==> src/hdl/nfa_pkg.sv <==
// Shared types and constants for the epsilon-NFA acceptor.
package nfa_pkg;

    typedef enum logic [1:0] {
        OP_LOAD_TR  = 2'd0,
        OP_LOAD_EPS = 2'd1,
        OP_START    = 2'd2,
        OP_SYMBOL   = 2'd3
    } op_t;

    typedef enum logic [2:0] {
        ST_CLEAR,
        ST_IDLE,
        ST_GATHER,
        ST_CLOSE,
        ST_FINISH
    } ctrl_state_t;

    localparam logic [1:0] REG_INITIAL_STATE = 2'd0;
    localparam logic [1:0] REG_FINAL_MASK    = 2'd1;
    localparam logic [1:0] REG_ALPHABET_SIZE = 2'd2;
    localparam logic [1:0] REG_SYMBOL_BASE   = 2'd3;

    localparam logic [3:0] INITIAL_STATE_RESET = 4'd0;
    localparam logic [15:0] FINAL_MASK_RESET   = 16'd0;
    localparam logic [5:0] ALPHABET_SIZE_RESET = 6'd26;
    localparam logic [7:0] SYMBOL_BASE_RESET   = 8'd97;

    typedef struct packed {
        logic [3:0]  initial_state;
        logic [15:0] final_mask;
        logic [5:0]  alphabet_size;
        logic [7:0]  symbol_base;
    } cfg_t;

    typedef struct packed {
        logic clear_step;
        logic accept;
        logic gather_step;
        logic close_step;
        logic load_out;
    } dp_cmd_t;

    typedef struct packed {
        logic clear_done;
        logic gather_done;
        logic close_done;
    } dp_status_t;

endpackage

==> src/hdl/nfa_cfg.sv <==
// APB configuration registers of the epsilon-NFA acceptor.
module nfa_cfg
    import nfa_pkg::*;
(
    input  logic        clk,
    input  logic        rst_n,
    input  logic        psel,
    input  logic        penable,
    input  logic        pwrite,
    input  logic [3:0]  paddr,
    input  logic [31:0] pwdata,
    output logic [31:0] prdata,
    output logic        pready,
    output cfg_t        cfg
);

    cfg_t cfg_reg;
    logic wr_en;

    assign wr_en  = psel && penable && pwrite;
    assign pready = 1'b1;
    assign cfg    = cfg_reg;

    always_ff @(posedge clk or negedge rst_n)
    begin
        if (!rst_n)
        begin
            cfg_reg.initial_state <= INITIAL_STATE_RESET;
            cfg_reg.final_mask    <= FINAL_MASK_RESET;
            cfg_reg.alphabet_size <= ALPHABET_SIZE_RESET;
            cfg_reg.symbol_base   <= SYMBOL_BASE_RESET;
        end
        else if (wr_en)
        begin
            unique case (paddr[3:2])
                REG_INITIAL_STATE: cfg_reg.initial_state <= pwdata[3:0];
                REG_FINAL_MASK:    cfg_reg.final_mask    <= pwdata[15:0];
                REG_ALPHABET_SIZE: cfg_reg.alphabet_size <= pwdata[5:0];
                REG_SYMBOL_BASE:   cfg_reg.symbol_base   <= pwdata[7:0];
                default:           cfg_reg               <= cfg_reg;
            endcase
        end
    end

    always_comb
    begin
        unique case (paddr[3:2])
            REG_INITIAL_STATE: prdata = {28'd0, cfg_reg.initial_state};
            REG_FINAL_MASK:    prdata = {16'd0, cfg_reg.final_mask};
            REG_ALPHABET_SIZE: prdata = {26'd0, cfg_reg.alphabet_size};
            REG_SYMBOL_BASE:   prdata = {24'd0, cfg_reg.symbol_base};
            default:           prdata = 32'd0;
        endcase
    end

endmodule

==> config.mk <==
export PLATFORM = sky130hd
export DESIGN_NAME = nfa_cfg
export DESIGN_NICKNAME = d
export VERILOG_FILES = /design/src/hdl/nfa_pkg.sv /design/src/hdl/nfa_cfg.sv
export SDC_FILE = /design/constraint.sdc
export NUM_CORES = 1
export LEC_CHECK = 0
export ABC_CLOCK_PERIOD_IN_PS = 3200
export BUFFER_PORTS_ARGS = -buffer_cell sky130_fd_sc_hd__buf_2
export CORE_ASPECT_RATIO = 1.75
export CORE_MARGIN = 3
export CORE_UTILIZATION = 46
export DETAILED_ROUTE_END_ITERATION = 12
export GPL_ROUTABILITY_DRIVEN = 0
export PLACE_DENSITY_LB_ADDON = 0.3
export SLEW_MARGIN = 25
export SYNTH_ARGS = -nofsm -noshare
export SYNTH_HDL_FRONTEND = slang
export SYNTH_SLANG_ARGS = --single-unit
==> constraint.sdc <==
create_clock -name clk -period 3.2 [get_ports clk]
set_clock_uncertainty 0.2 [all_clocks]
set_input_delay 0.16 -clock clk [delete_from_list [all_inputs] [get_ports clk]]
set_output_delay 0.16 -clock clk [all_outputs]
set_load 0.1 [all_outputs]
==> flow_metrics.py <==
metrics = {
    "outcome": {
        "status": "completed",
    },
    "synth": {
        "yosys.area.top_type": "dfrtp_1",
        "syn_inst": 120,
        "yosys.cell_types.count": 22,
        "synth-main-ff-cell": "dfrtp_1",
        "seq_area_frac_synth": 0.493,
        "synth_most_common_cell": "dfrtp_1",
        "synth.avg_cell_area_sq_um": 14.5,
        "synth_edf_count": 0,
        "synth_seq_cells": 34,
        "async_flop_share": 1.00,
        "synth_top_area_share": 0.403,
        "yosys_warnings": 0,
        "synth_area_sq_um": 1740,
        "yosys-top-cells-area": "dfrtp_1 40%, mux2_2 17%, dfstp_2 9.1%",
        "yosys-top-cells-count": "28 x dfrtp_1, 26 x mux2_2, 18 x buf_4",
    },
    "place": {
        "post-dp-hpwl_mm": 2.82,
        "dp.cells": 230,
        "port_buffers": 72,
        "postPlaceCellArea_sq_um": 2030,
    },
    "pwr": {
        "p_int_mw": 1.01,
        "cellLeakagePower_nw": 1.18,
        "p_sw_mw": 1.40,
        "power_frac_clock": 0.155,
        "p_sw_frac": 0.581,
        "combPwrFrac": 0.591,
        "power.density_nw_per_um2": 1050,
        "peakVddDrop_v": 0.000736,
        "pwr-share-seq": 0.255,
    },
    "finish": {
        "final_area_sq_um": 2310,
        "diodes": 0,
        "register_area_sq_um": 858,
        "areaGrowthSynthToFinish_pct": 32.8,
        "fillers": 313,
        "fin_nets": 249,
        "multiInputGateArea_sq_um": 758,
        "instances_no_fill": 255,
        "largest_register_ffs": 34,
        "drive_gt1_frac": 0.617,
    },
    "drt": {
        "drc": 0,
        "first_pass_iters": 4,
        "routed-via-count": 1203,
        "via_per_inst": 4.72,
        "first_iter_violations": 8,
        "antenna_left": 0,
        "drt-total-wl_mm": 3.84,
        "wl_per_cell_microns": 15.1,
    },
    "flow_run": {
        "maxCapViolations": 0,
    },
    "setup_path": {
        "crit_arrival_ps": 1510,
        "r2r_cells": 1,
        "reg2reg_slack_ps": 2200,
        "crit_path_top_delay_cell": "dfstp_2",
        "crit_fanout": 3,
        "path_delay_family": "flip-flops",
        "cp.depth": 3,
        "critPathKind": "flop to output port",
        "worstPathRequired_ps": 2840,
        "cpPeakStageDelay_ps": 550,
        "cp-end-kind": "output port",
        "path_cells": "mux2_2 > a22o_1 > buf_2",
        "startpoint_type": "flop",
        "cp_num_buf_inv": 1,
    },
    "timing": {
        "relSlewSlack": 0.512,
        "drv_slew": 0,
        "hold_viol_final": 0,
        "worstMarginPinSlew_ps": 732,
        "post-route-period-util": 0.585,
        "setup_tns_ps": 0,
        "rsz0062_at_grt": "no",
        "setup_viol": 0,
        "finalCriticalPeriod_ps": 1870,
        "max_freq_mhz": 534,
    },
    "clock_network": {
        "htree_levels": 2,
        "cts_setup_buffers": 0,
        "ctsHoldBuffers": 17,
        "cts-root-buf": "clkbuf_8",
        "cts_resized": 0,
        "cts_max_path_buffers": 2,
        "clk_latency_ps": 270,
        "clkSlewWorstSetupHoldPaths_ps": 70,
        "cts_tree": "built",
        "cts_inserted_buffers": 5,
        "clock-sinks": 34,
    },
    "floorplanning": {
        "rows": 29,
        "die_h_microns": 87.4,
        "die_w_microns": 52.5,
        "start_util": 0.480,
        "core-area_sq_um": 3630,
        "ioPinCount": 108,
        "dieArea_sq_um": 4590,
    },
    "hold_path": {
        "worstHoldPathType": "input port to asynchronous set/reset pin",
    },
    "global_routing": {
        "antenna_found_initial": 0,
        "first_global_vias": 1215,
        "grt_start_max_net_pins": 35,
        "grt_overflow": 0,
        "track_usage": 0.177,
        "grt_first_pass_wirelength_mm": 6.01,
    },
}
==> worst paths after layout <==
| check | startpoint | endpoint |
|---|---|---|
| min in group clk | cfg[28] | cfg[28] |
| worst max register to register | cfg[18] | cfg[18] |
| max in group asynchronous | rst_n | cfg[26] |
| worst min-delay path | rst_n | cfg[14] |
| worst min register to register | cfg[28] | cfg[28] |
| worst max-delay path | cfg[5] | prdata[5] |
==> through the flow <==
step	util	hold WS [ps]	power, mW	setup WS (ps)
after CTS	0.637	299	2.44	1320
after detailed placement	0.561	68.2	2.04	1300
after global placement	0.561	46.8	2.02	1340
after floorplan	-	-336	1.86	394
after global routing	0.637	338	2.50	1270
final	0.637	273	2.42	1330
==> per-layer routing <==
| metal | share of wire | track usage | routed length (microns) |
|---|---|---|---|
| met1 | 0.35 | 0.199 | 1360 |
| met2 | 0.58 | 0.321 | 2240 |
| met3 | 0.053 | 0.0429 | 202 |
| met4 | 0.011 | 0.0488 | 42 |
| met5 | 0 | 0 | 0 |
==> area by class of cell <==
type                            count  area share
Clock buffer                        7      0.0330
Clock inverter                      1      0.0130
Sequential cell                    34       0.371
Timing Repair Buffer               89       0.230
Multi-Input combinational cell     78       0.328
Tap cell                           46      0.0249
==> power groups by stage <==
stage | Sequential [mW] | Clock, mW | Combinational [mW]
after floorplan | 1.36 | 0 | 0.506
after global placement | 0.612 | 0 | 1.41
after detailed placement | 0.624 | 0 | 1.42
after CTS | 0.617 | 0.385 | 1.43
after global routing | 0.632 | 0.405 | 1.46
final | 0.616 | 0.374 | 1.43
==> layout by cell type (no fill, tap or decap) <==
cell type / instances
mux4_2: 4
nor2b_4: 1
clkbuf_1: 2
dfstp_2: 6
mux2i_1: 2
a22o_1: 2
and2_1: 8
buf_2: 72
nand3_2: 1
and3_4: 1
nand2_1: 1
mux2_2: 26
clkbuf_8: 5
and2_4: 1
conb_1: 17
nor2b_1: 2
dlygate4sd3_1: 17
bufinv_16: 1
mux2_4: 10
nor2_1: 1
and3b_2: 1
dfrtp_1: 28
==> kinds of logic after synthesis <==
| family | after synthesis | synth area share |
|---|---|---|
| AOI/OAI and AO/OA | 2 | 0.0101 |
| buffers and inverters | 23 | 0.104 |
| DFF | 34 | 0.493 |
| muxes | 42 | 0.318 |
| other | 2 | 0.00432 |
| and+or+nand+nor | 17 | 0.0712 |
Power figures use the tool's default switching activity.
