File: config.mk
export PLATFORM = sky130hd
export DESIGN_NAME = nfa_ctrl
export DESIGN_NICKNAME = d
export VERILOG_FILES = /design/src/hdl/nfa_pkg.sv /design/src/hdl/nfa_ctrl.sv
export SDC_FILE = /design/constraint.sdc
export NUM_CORES = 1
export LEC_CHECK = 0
export ABC_CLOCK_PERIOD_IN_PS = 1600
export BUFFER_PORTS_ARGS = -buffer_cell sky130_fd_sc_hd__buf_2
export CAP_MARGIN = 25
export CELL_PAD_IN_SITES_DETAIL_PLACEMENT = 0
export CELL_PAD_IN_SITES_GLOBAL_PLACEMENT = 2
export CORE_MARGIN = 2
export CORE_UTILIZATION = 22
export DETAILED_ROUTE_END_ITERATION = 6
export GPL_TIMING_DRIVEN = 0
export PLACE_DENSITY_LB_ADDON = 0.1
export SYNTH_ARGS = -nofsm -noshare
export SYNTH_HDL_FRONTEND = slang
export SYNTH_SLANG_ARGS = --single-unit
File: constraint.sdc
create_clock -name clk -period 1.6 [get_ports clk]
set_clock_uncertainty 0.05 [all_clocks]
set_input_delay 0.08 -clock clk [delete_from_list [all_inputs] [get_ports clk]]
set_output_delay 0.08 -clock clk [all_outputs]
set_load 0.005 [all_outputs]
File: src/hdl/nfa_pkg.sv
// Shared types and constants for the epsilon-NFA acceptor.
package nfa_pkg;

    typedef enum logic [1:0] {
        OP_LOAD_TR  = 2'd0,
        OP_LOAD_EPS = 2'd1,
        OP_START    = 2'd2,
        OP_SYMBOL   = 2'd3
    } op_t;

    typedef enum logic [2:0] {
        ST_CLEAR,
        ST_IDLE,
        ST_GATHER,
        ST_CLOSE,
        ST_FINISH
    } ctrl_state_t;

    localparam logic [1:0] REG_INITIAL_STATE = 2'd0;
    localparam logic [1:0] REG_FINAL_MASK    = 2'd1;
    localparam logic [1:0] REG_ALPHABET_SIZE = 2'd2;
    localparam logic [1:0] REG_SYMBOL_BASE   = 2'd3;

    localparam logic [3:0] INITIAL_STATE_RESET = 4'd0;
    localparam logic [15:0] FINAL_MASK_RESET   = 16'd0;
    localparam logic [5:0] ALPHABET_SIZE_RESET = 6'd26;
    localparam logic [7:0] SYMBOL_BASE_RESET   = 8'd97;

    typedef struct packed {
        logic [3:0]  initial_state;
        logic [15:0] final_mask;
        logic [5:0]  alphabet_size;
        logic [7:0]  symbol_base;
    } cfg_t;

    typedef struct packed {
        logic clear_step;
        logic accept;
        logic gather_step;
        logic close_step;
        logic load_out;
    } dp_cmd_t;

    typedef struct packed {
        logic clear_done;
        logic gather_done;
        logic close_done;
    } dp_status_t;

endpackage

File: src/hdl/nfa_ctrl.sv
// Sequencing state machine of the epsilon-NFA acceptor.
module nfa_ctrl
    import nfa_pkg::*;
(
    input  logic       clk,
    input  logic       rst_n,
    input  logic       in_valid,
    input  op_t        in_op,
    output logic       in_ready,
    output logic       out_valid,
    input  logic       out_ready,
    output dp_cmd_t    cmd,
    input  dp_status_t status
);

    ctrl_state_t state_reg;
    ctrl_state_t state_next;
    logic        out_valid_reg;
    logic        slot_free;

    assign slot_free = !out_valid_reg || out_ready;
    assign out_valid = out_valid_reg;

    always_ff @(posedge clk or negedge rst_n)
    begin
        if (!rst_n)
        begin
            state_reg     <= ST_CLEAR;
            out_valid_reg <= 1'b0;
        end
        else
        begin
            state_reg <= state_next;
            if (cmd.load_out)
            begin
                out_valid_reg <= 1'b1;
            end
            else if (out_ready)
            begin
                out_valid_reg <= 1'b0;
            end
        end
    end

    always_comb
    begin
        state_next = state_reg;
        unique case (state_reg)
            ST_CLEAR:
            begin
                if (status.clear_done)
                begin
                    state_next = ST_IDLE;
                end
            end
            ST_IDLE:
            begin
                if (in_valid)
                begin
                    unique case (in_op) inside
                        OP_LOAD_TR, OP_LOAD_EPS: state_next = ST_FINISH;
                        OP_START:                state_next = ST_CLOSE;
                        OP_SYMBOL:               state_next = ST_GATHER;
                        default:                 state_next = ST_FINISH;
                    endcase
                end
            end
            ST_GATHER:
            begin
                if (status.gather_done)
                begin
                    state_next = ST_CLOSE;
                end
            end
            ST_CLOSE:
            begin
                if (status.close_done)
                begin
                    state_next = ST_FINISH;
                end
            end
            ST_FINISH:
            begin
                if (slot_free)
                begin
                    state_next = ST_IDLE;
                end
            end
            default: state_next = ST_CLEAR;
        endcase
    end

    always_comb
    begin
        in_ready        = (state_reg == ST_IDLE);
        cmd.clear_step  = (state_reg == ST_CLEAR) && !status.clear_done;
        cmd.accept      = (state_reg == ST_IDLE) && in_valid;
        cmd.gather_step = (state_reg == ST_GATHER) && !status.gather_done;
        cmd.close_step  = (state_reg == ST_CLOSE) && !status.close_done;
        cmd.load_out    = (state_reg == ST_FINISH) && slot_free;
    end

endmodule

==> results by group <==
Yosys
  – Net Count, Synth: between 40 and 50
  – Syn Area/Cell: between 8 and 9 um^2
  – Post-Syn Area: approximately 330 um^2
  – Register area share after synthesis: 0.305
  – Synth top cells by count: 6 x nand2_1, 4 x dfrtp_1, 4 x nor2_1, 3 x nand2b_1, 2 x buf_6
  – Distinct cell type count after synthesis: 23
  – Async SR Flop Fraction: 1.00
  – Synth Flop Type: dfrtp_1
  – Yosys top cell by area: dfrtp_1
  – Flop and latch count out of synthesis: 4
  – Synthesis Warnings: 0
  – Post-Synthesis Cells: 37
  – Most numerous cell in the Yosys netlist: nand2_1
  – Number of synthesized flops with an enable pin: 0
  – Yosys top cell area share: 0.305
  – Largest cells by area after synthesis: dfrtp_1 31%, buf_6 6.9%, nand2_1 6.9%, nand2b_1 5.7%, o32ai_2 5.0%

Place
  – Placed Area: 422 um^2
  – Routability Congestion: about 0.75
  – Placed cell count: 67
  – Port Buffers: 15

Die
  – Starting Density: 0.243
  – Die W: 42.6 um
  – Ports: 16
  – Die ar.: approximately 1800 um^2
  – Die height: between 40 and 50 um
  – Core area: 1350 um^2
  – # rows: 13

Setup path
  – Cell family with most CP delay: simple AND/OR/NAND/NOR gates
  – Critical Path Source Type: flop
  – CP Buf/Inv Count: 2
  – R2R Setup Slk: between 0.2 and 0.25 ns
  – Critical path cell sequence: buf_2 > nor2_1 > and3_2 > buf_2
  – Crit-path max cell delay: between 0.3 and 0.4 ns
  – FF-to-FF End: state_reg[0]$_DFFE_PN0P_
  – Slowest CP cell: dfrtp_1
  – Worst EP required: approximately 1.5 ns
  – Worst Setup SP: state_reg[1]$_DFFE_PN0P_
  – R2R Path Start: state_reg[0]$_DFFE_PN0P_
  – Worst Setup End Kind: output port
  – Crit path DAT: about 1.3 ns
  – WS Path Type: reg2out
  – Cell mode on critical path: buf_2
  – R2R cell count: 5
  – Crit Path Max Fanout: 10

Global routing
  – Gr usage total: 0.0936
  – Antenna violations before repair: 0
  – Largest net degree at the start of global routing: 11
  – Vias in the first global route: roughly 330
  – GRT overflow: 0
  – Global-route wire length before repair: between 1000 and 1500 um

Pwr
  – Sw frac: 0.409
  – Peak VDD IR: a little over 0.4 mV
  – Pwr Density: approximately 1800 nW/um^2
  – Tot Pwr: around 0.80 mW
  – P_leak: 0.233 nW
  – Logic pwr share: 0.630
  – P_sw: ~0.33 mW
  – Clock share of power: 0.154
  – Seq pwr share: 0.216
  – P_int: about 0.47 mW

Clock network
  – H-tree depth: 1
  – Clock root cell: clkbuf_4
  – Sink Count: 4
  – Clk_lat worst skew: approximately 0.23 ns
  – Clock-pin transition on the worst setup and hold timing paths: ~0.040 ns
  – CTS tree: built
  – Num CTS Buffers: 3
  – Max clock buf depth: 2

Finish
  – Fin cells: 71
  – FILL cells: 152
  – Fin area: about 450 um^2
  – Share of layout cells above drive strength 1: 0.464
  – Final #Nets: between 60 and 70
  – Max reg flops: 3
  – N_diodes: 0
  – Layout area overhead: 38.5%

Route
  – Iteration-0 DRC count of the detailed router: 8
  – DR DRC count: 0
  – Drt pass-1 iters: 4
  – Post-route antenna net violation count: 0
  – Via density: roughly 4.7
  – DR vias: between 300 and 400
  – WL final: approximately 810 um
  – Wire length per cell: roughly 11 um

Timing
  – RSZ-0062 raised after global routing: no
  – Slew @ Worst Pin: 0.264 ns
  – Fmax: roughly 0.7 GHz
  – Hold slack: 0.128 ns
  – Tmin final: 1.43 ns
  – TNS Setup: 0 ns
  – Final Hold Vio Count: 0
  – Period utilization: 0.893
  – Count of final setup violators: 0
  – Fin. max-slew vios: 0
  – Max transition margin: 0.823

Run
  – Max cap viols: 0

Run status
  – Status: complete, no violations

Min path
  – Worst min path class: in2async
-- logic make-up after synthesis --
kind of cell / Yosys count / synth area share
multiplexers: 1 / 0.0305
AND/OR/NAND/NOR: 20 / 0.382
flip-flops: 4 / 0.305
AO/OA/AOI/OAI: 8 / 0.187
buffers and inverters: 4 / 0.0954
-- stage by stage --
| step | util | setup WS, ns |
|---|---|---|
| 5_1_grt | 0.336 | 0.0902 |
| 2_1_floorplan | - | 0.313 |
| 6_report | 0.336 | 0.171 |
| 3_5_place_dp | 0.312 | 0.231 |
| 3_3_place_gp | 0.312 | 0.227 |
| 4_1_cts | 0.336 | 0.168 |
-- layout make-up --
class	instances	area, um^2	share of cell area
clock buffers	3	22.5	0.0496
flip-flops and latches	4	100	0.220
inverters	1	3.75	0.00826
plain buffers	3	27.5	0.0606
repair buffers	16	85.1	0.187
multi-input cells	29	196	0.433
well taps	15	18.8	0.0413
-- cells in the final DEF (no fill, tap or decap), drive strengths merged --
master       Yosys  routed
o32ai            1       1
clkbuf           0       3
buf              3      18
o21ai            2       2
nor2             4       4
nand2            6       6
or2b             1       1
a2bb2oi          1       1
dfrtp            4       4
a31oi            1       1
mux2i            1       1
nand2b           4       4
o22ai            1       1
nor2b            1       1
o22a             1       1
inv              1       1
and3             1       1
nor4             1       1
dlygate4sd3      0       1
and4bb           1       1
nor4b            1       1
a21oi            1       1
-- routing by layer --
layer  GRT usage  wire (um)  vias up
met4      0.0563         11        0
met1       0.114        361      151
met2       0.138        383       13
met5           0          0        -
met3      0.0345         51        2
li1            -          -      168
-- power by group through the flow --
| stage | registers [mW] | clock network (mW) | logic (mW) |
|---|---|---|---|
| 2_1_floorplan | 0.171 | 0 | 0.369 |
| 3_3_place_gp | 0.174 | 0 | 0.508 |
| 5_1_grt | 0.177 | 0.134 | 0.560 |
| 6_report | 0.173 | 0.123 | 0.504 |
| 3_5_place_dp | 0.175 | 0 | 0.504 |
| 4_1_cts | 0.174 | 0.126 | 0.508 |
-- what timing repair did --
item / CTS / global route
setup endpoints to repair: 0 / 0
buffers inserted: 0 / 0
resized for setup: 0 / 0
hold buffers: 1 / 0
hold endpoints to repair: 4 / 0
-- worst max-delay path by stage --
stage                                to  slack, ns  cells after the start
2_1_floorplan  state_reg[0]$_DFFE_PN0P_       0.31                      5
3_5_place_dp   state_reg[0]$_DFFE_PN0P_       0.23                      5
4_1_cts                          cmd[0]       0.17                      4
5_1_grt                          cmd[0]       0.09                      4
6_report                         cmd[0]       0.17                      4
3_3_place_gp   state_reg[0]$_DFFE_PN0P_       0.23                      5
Power figures use the tool's default switching activity.
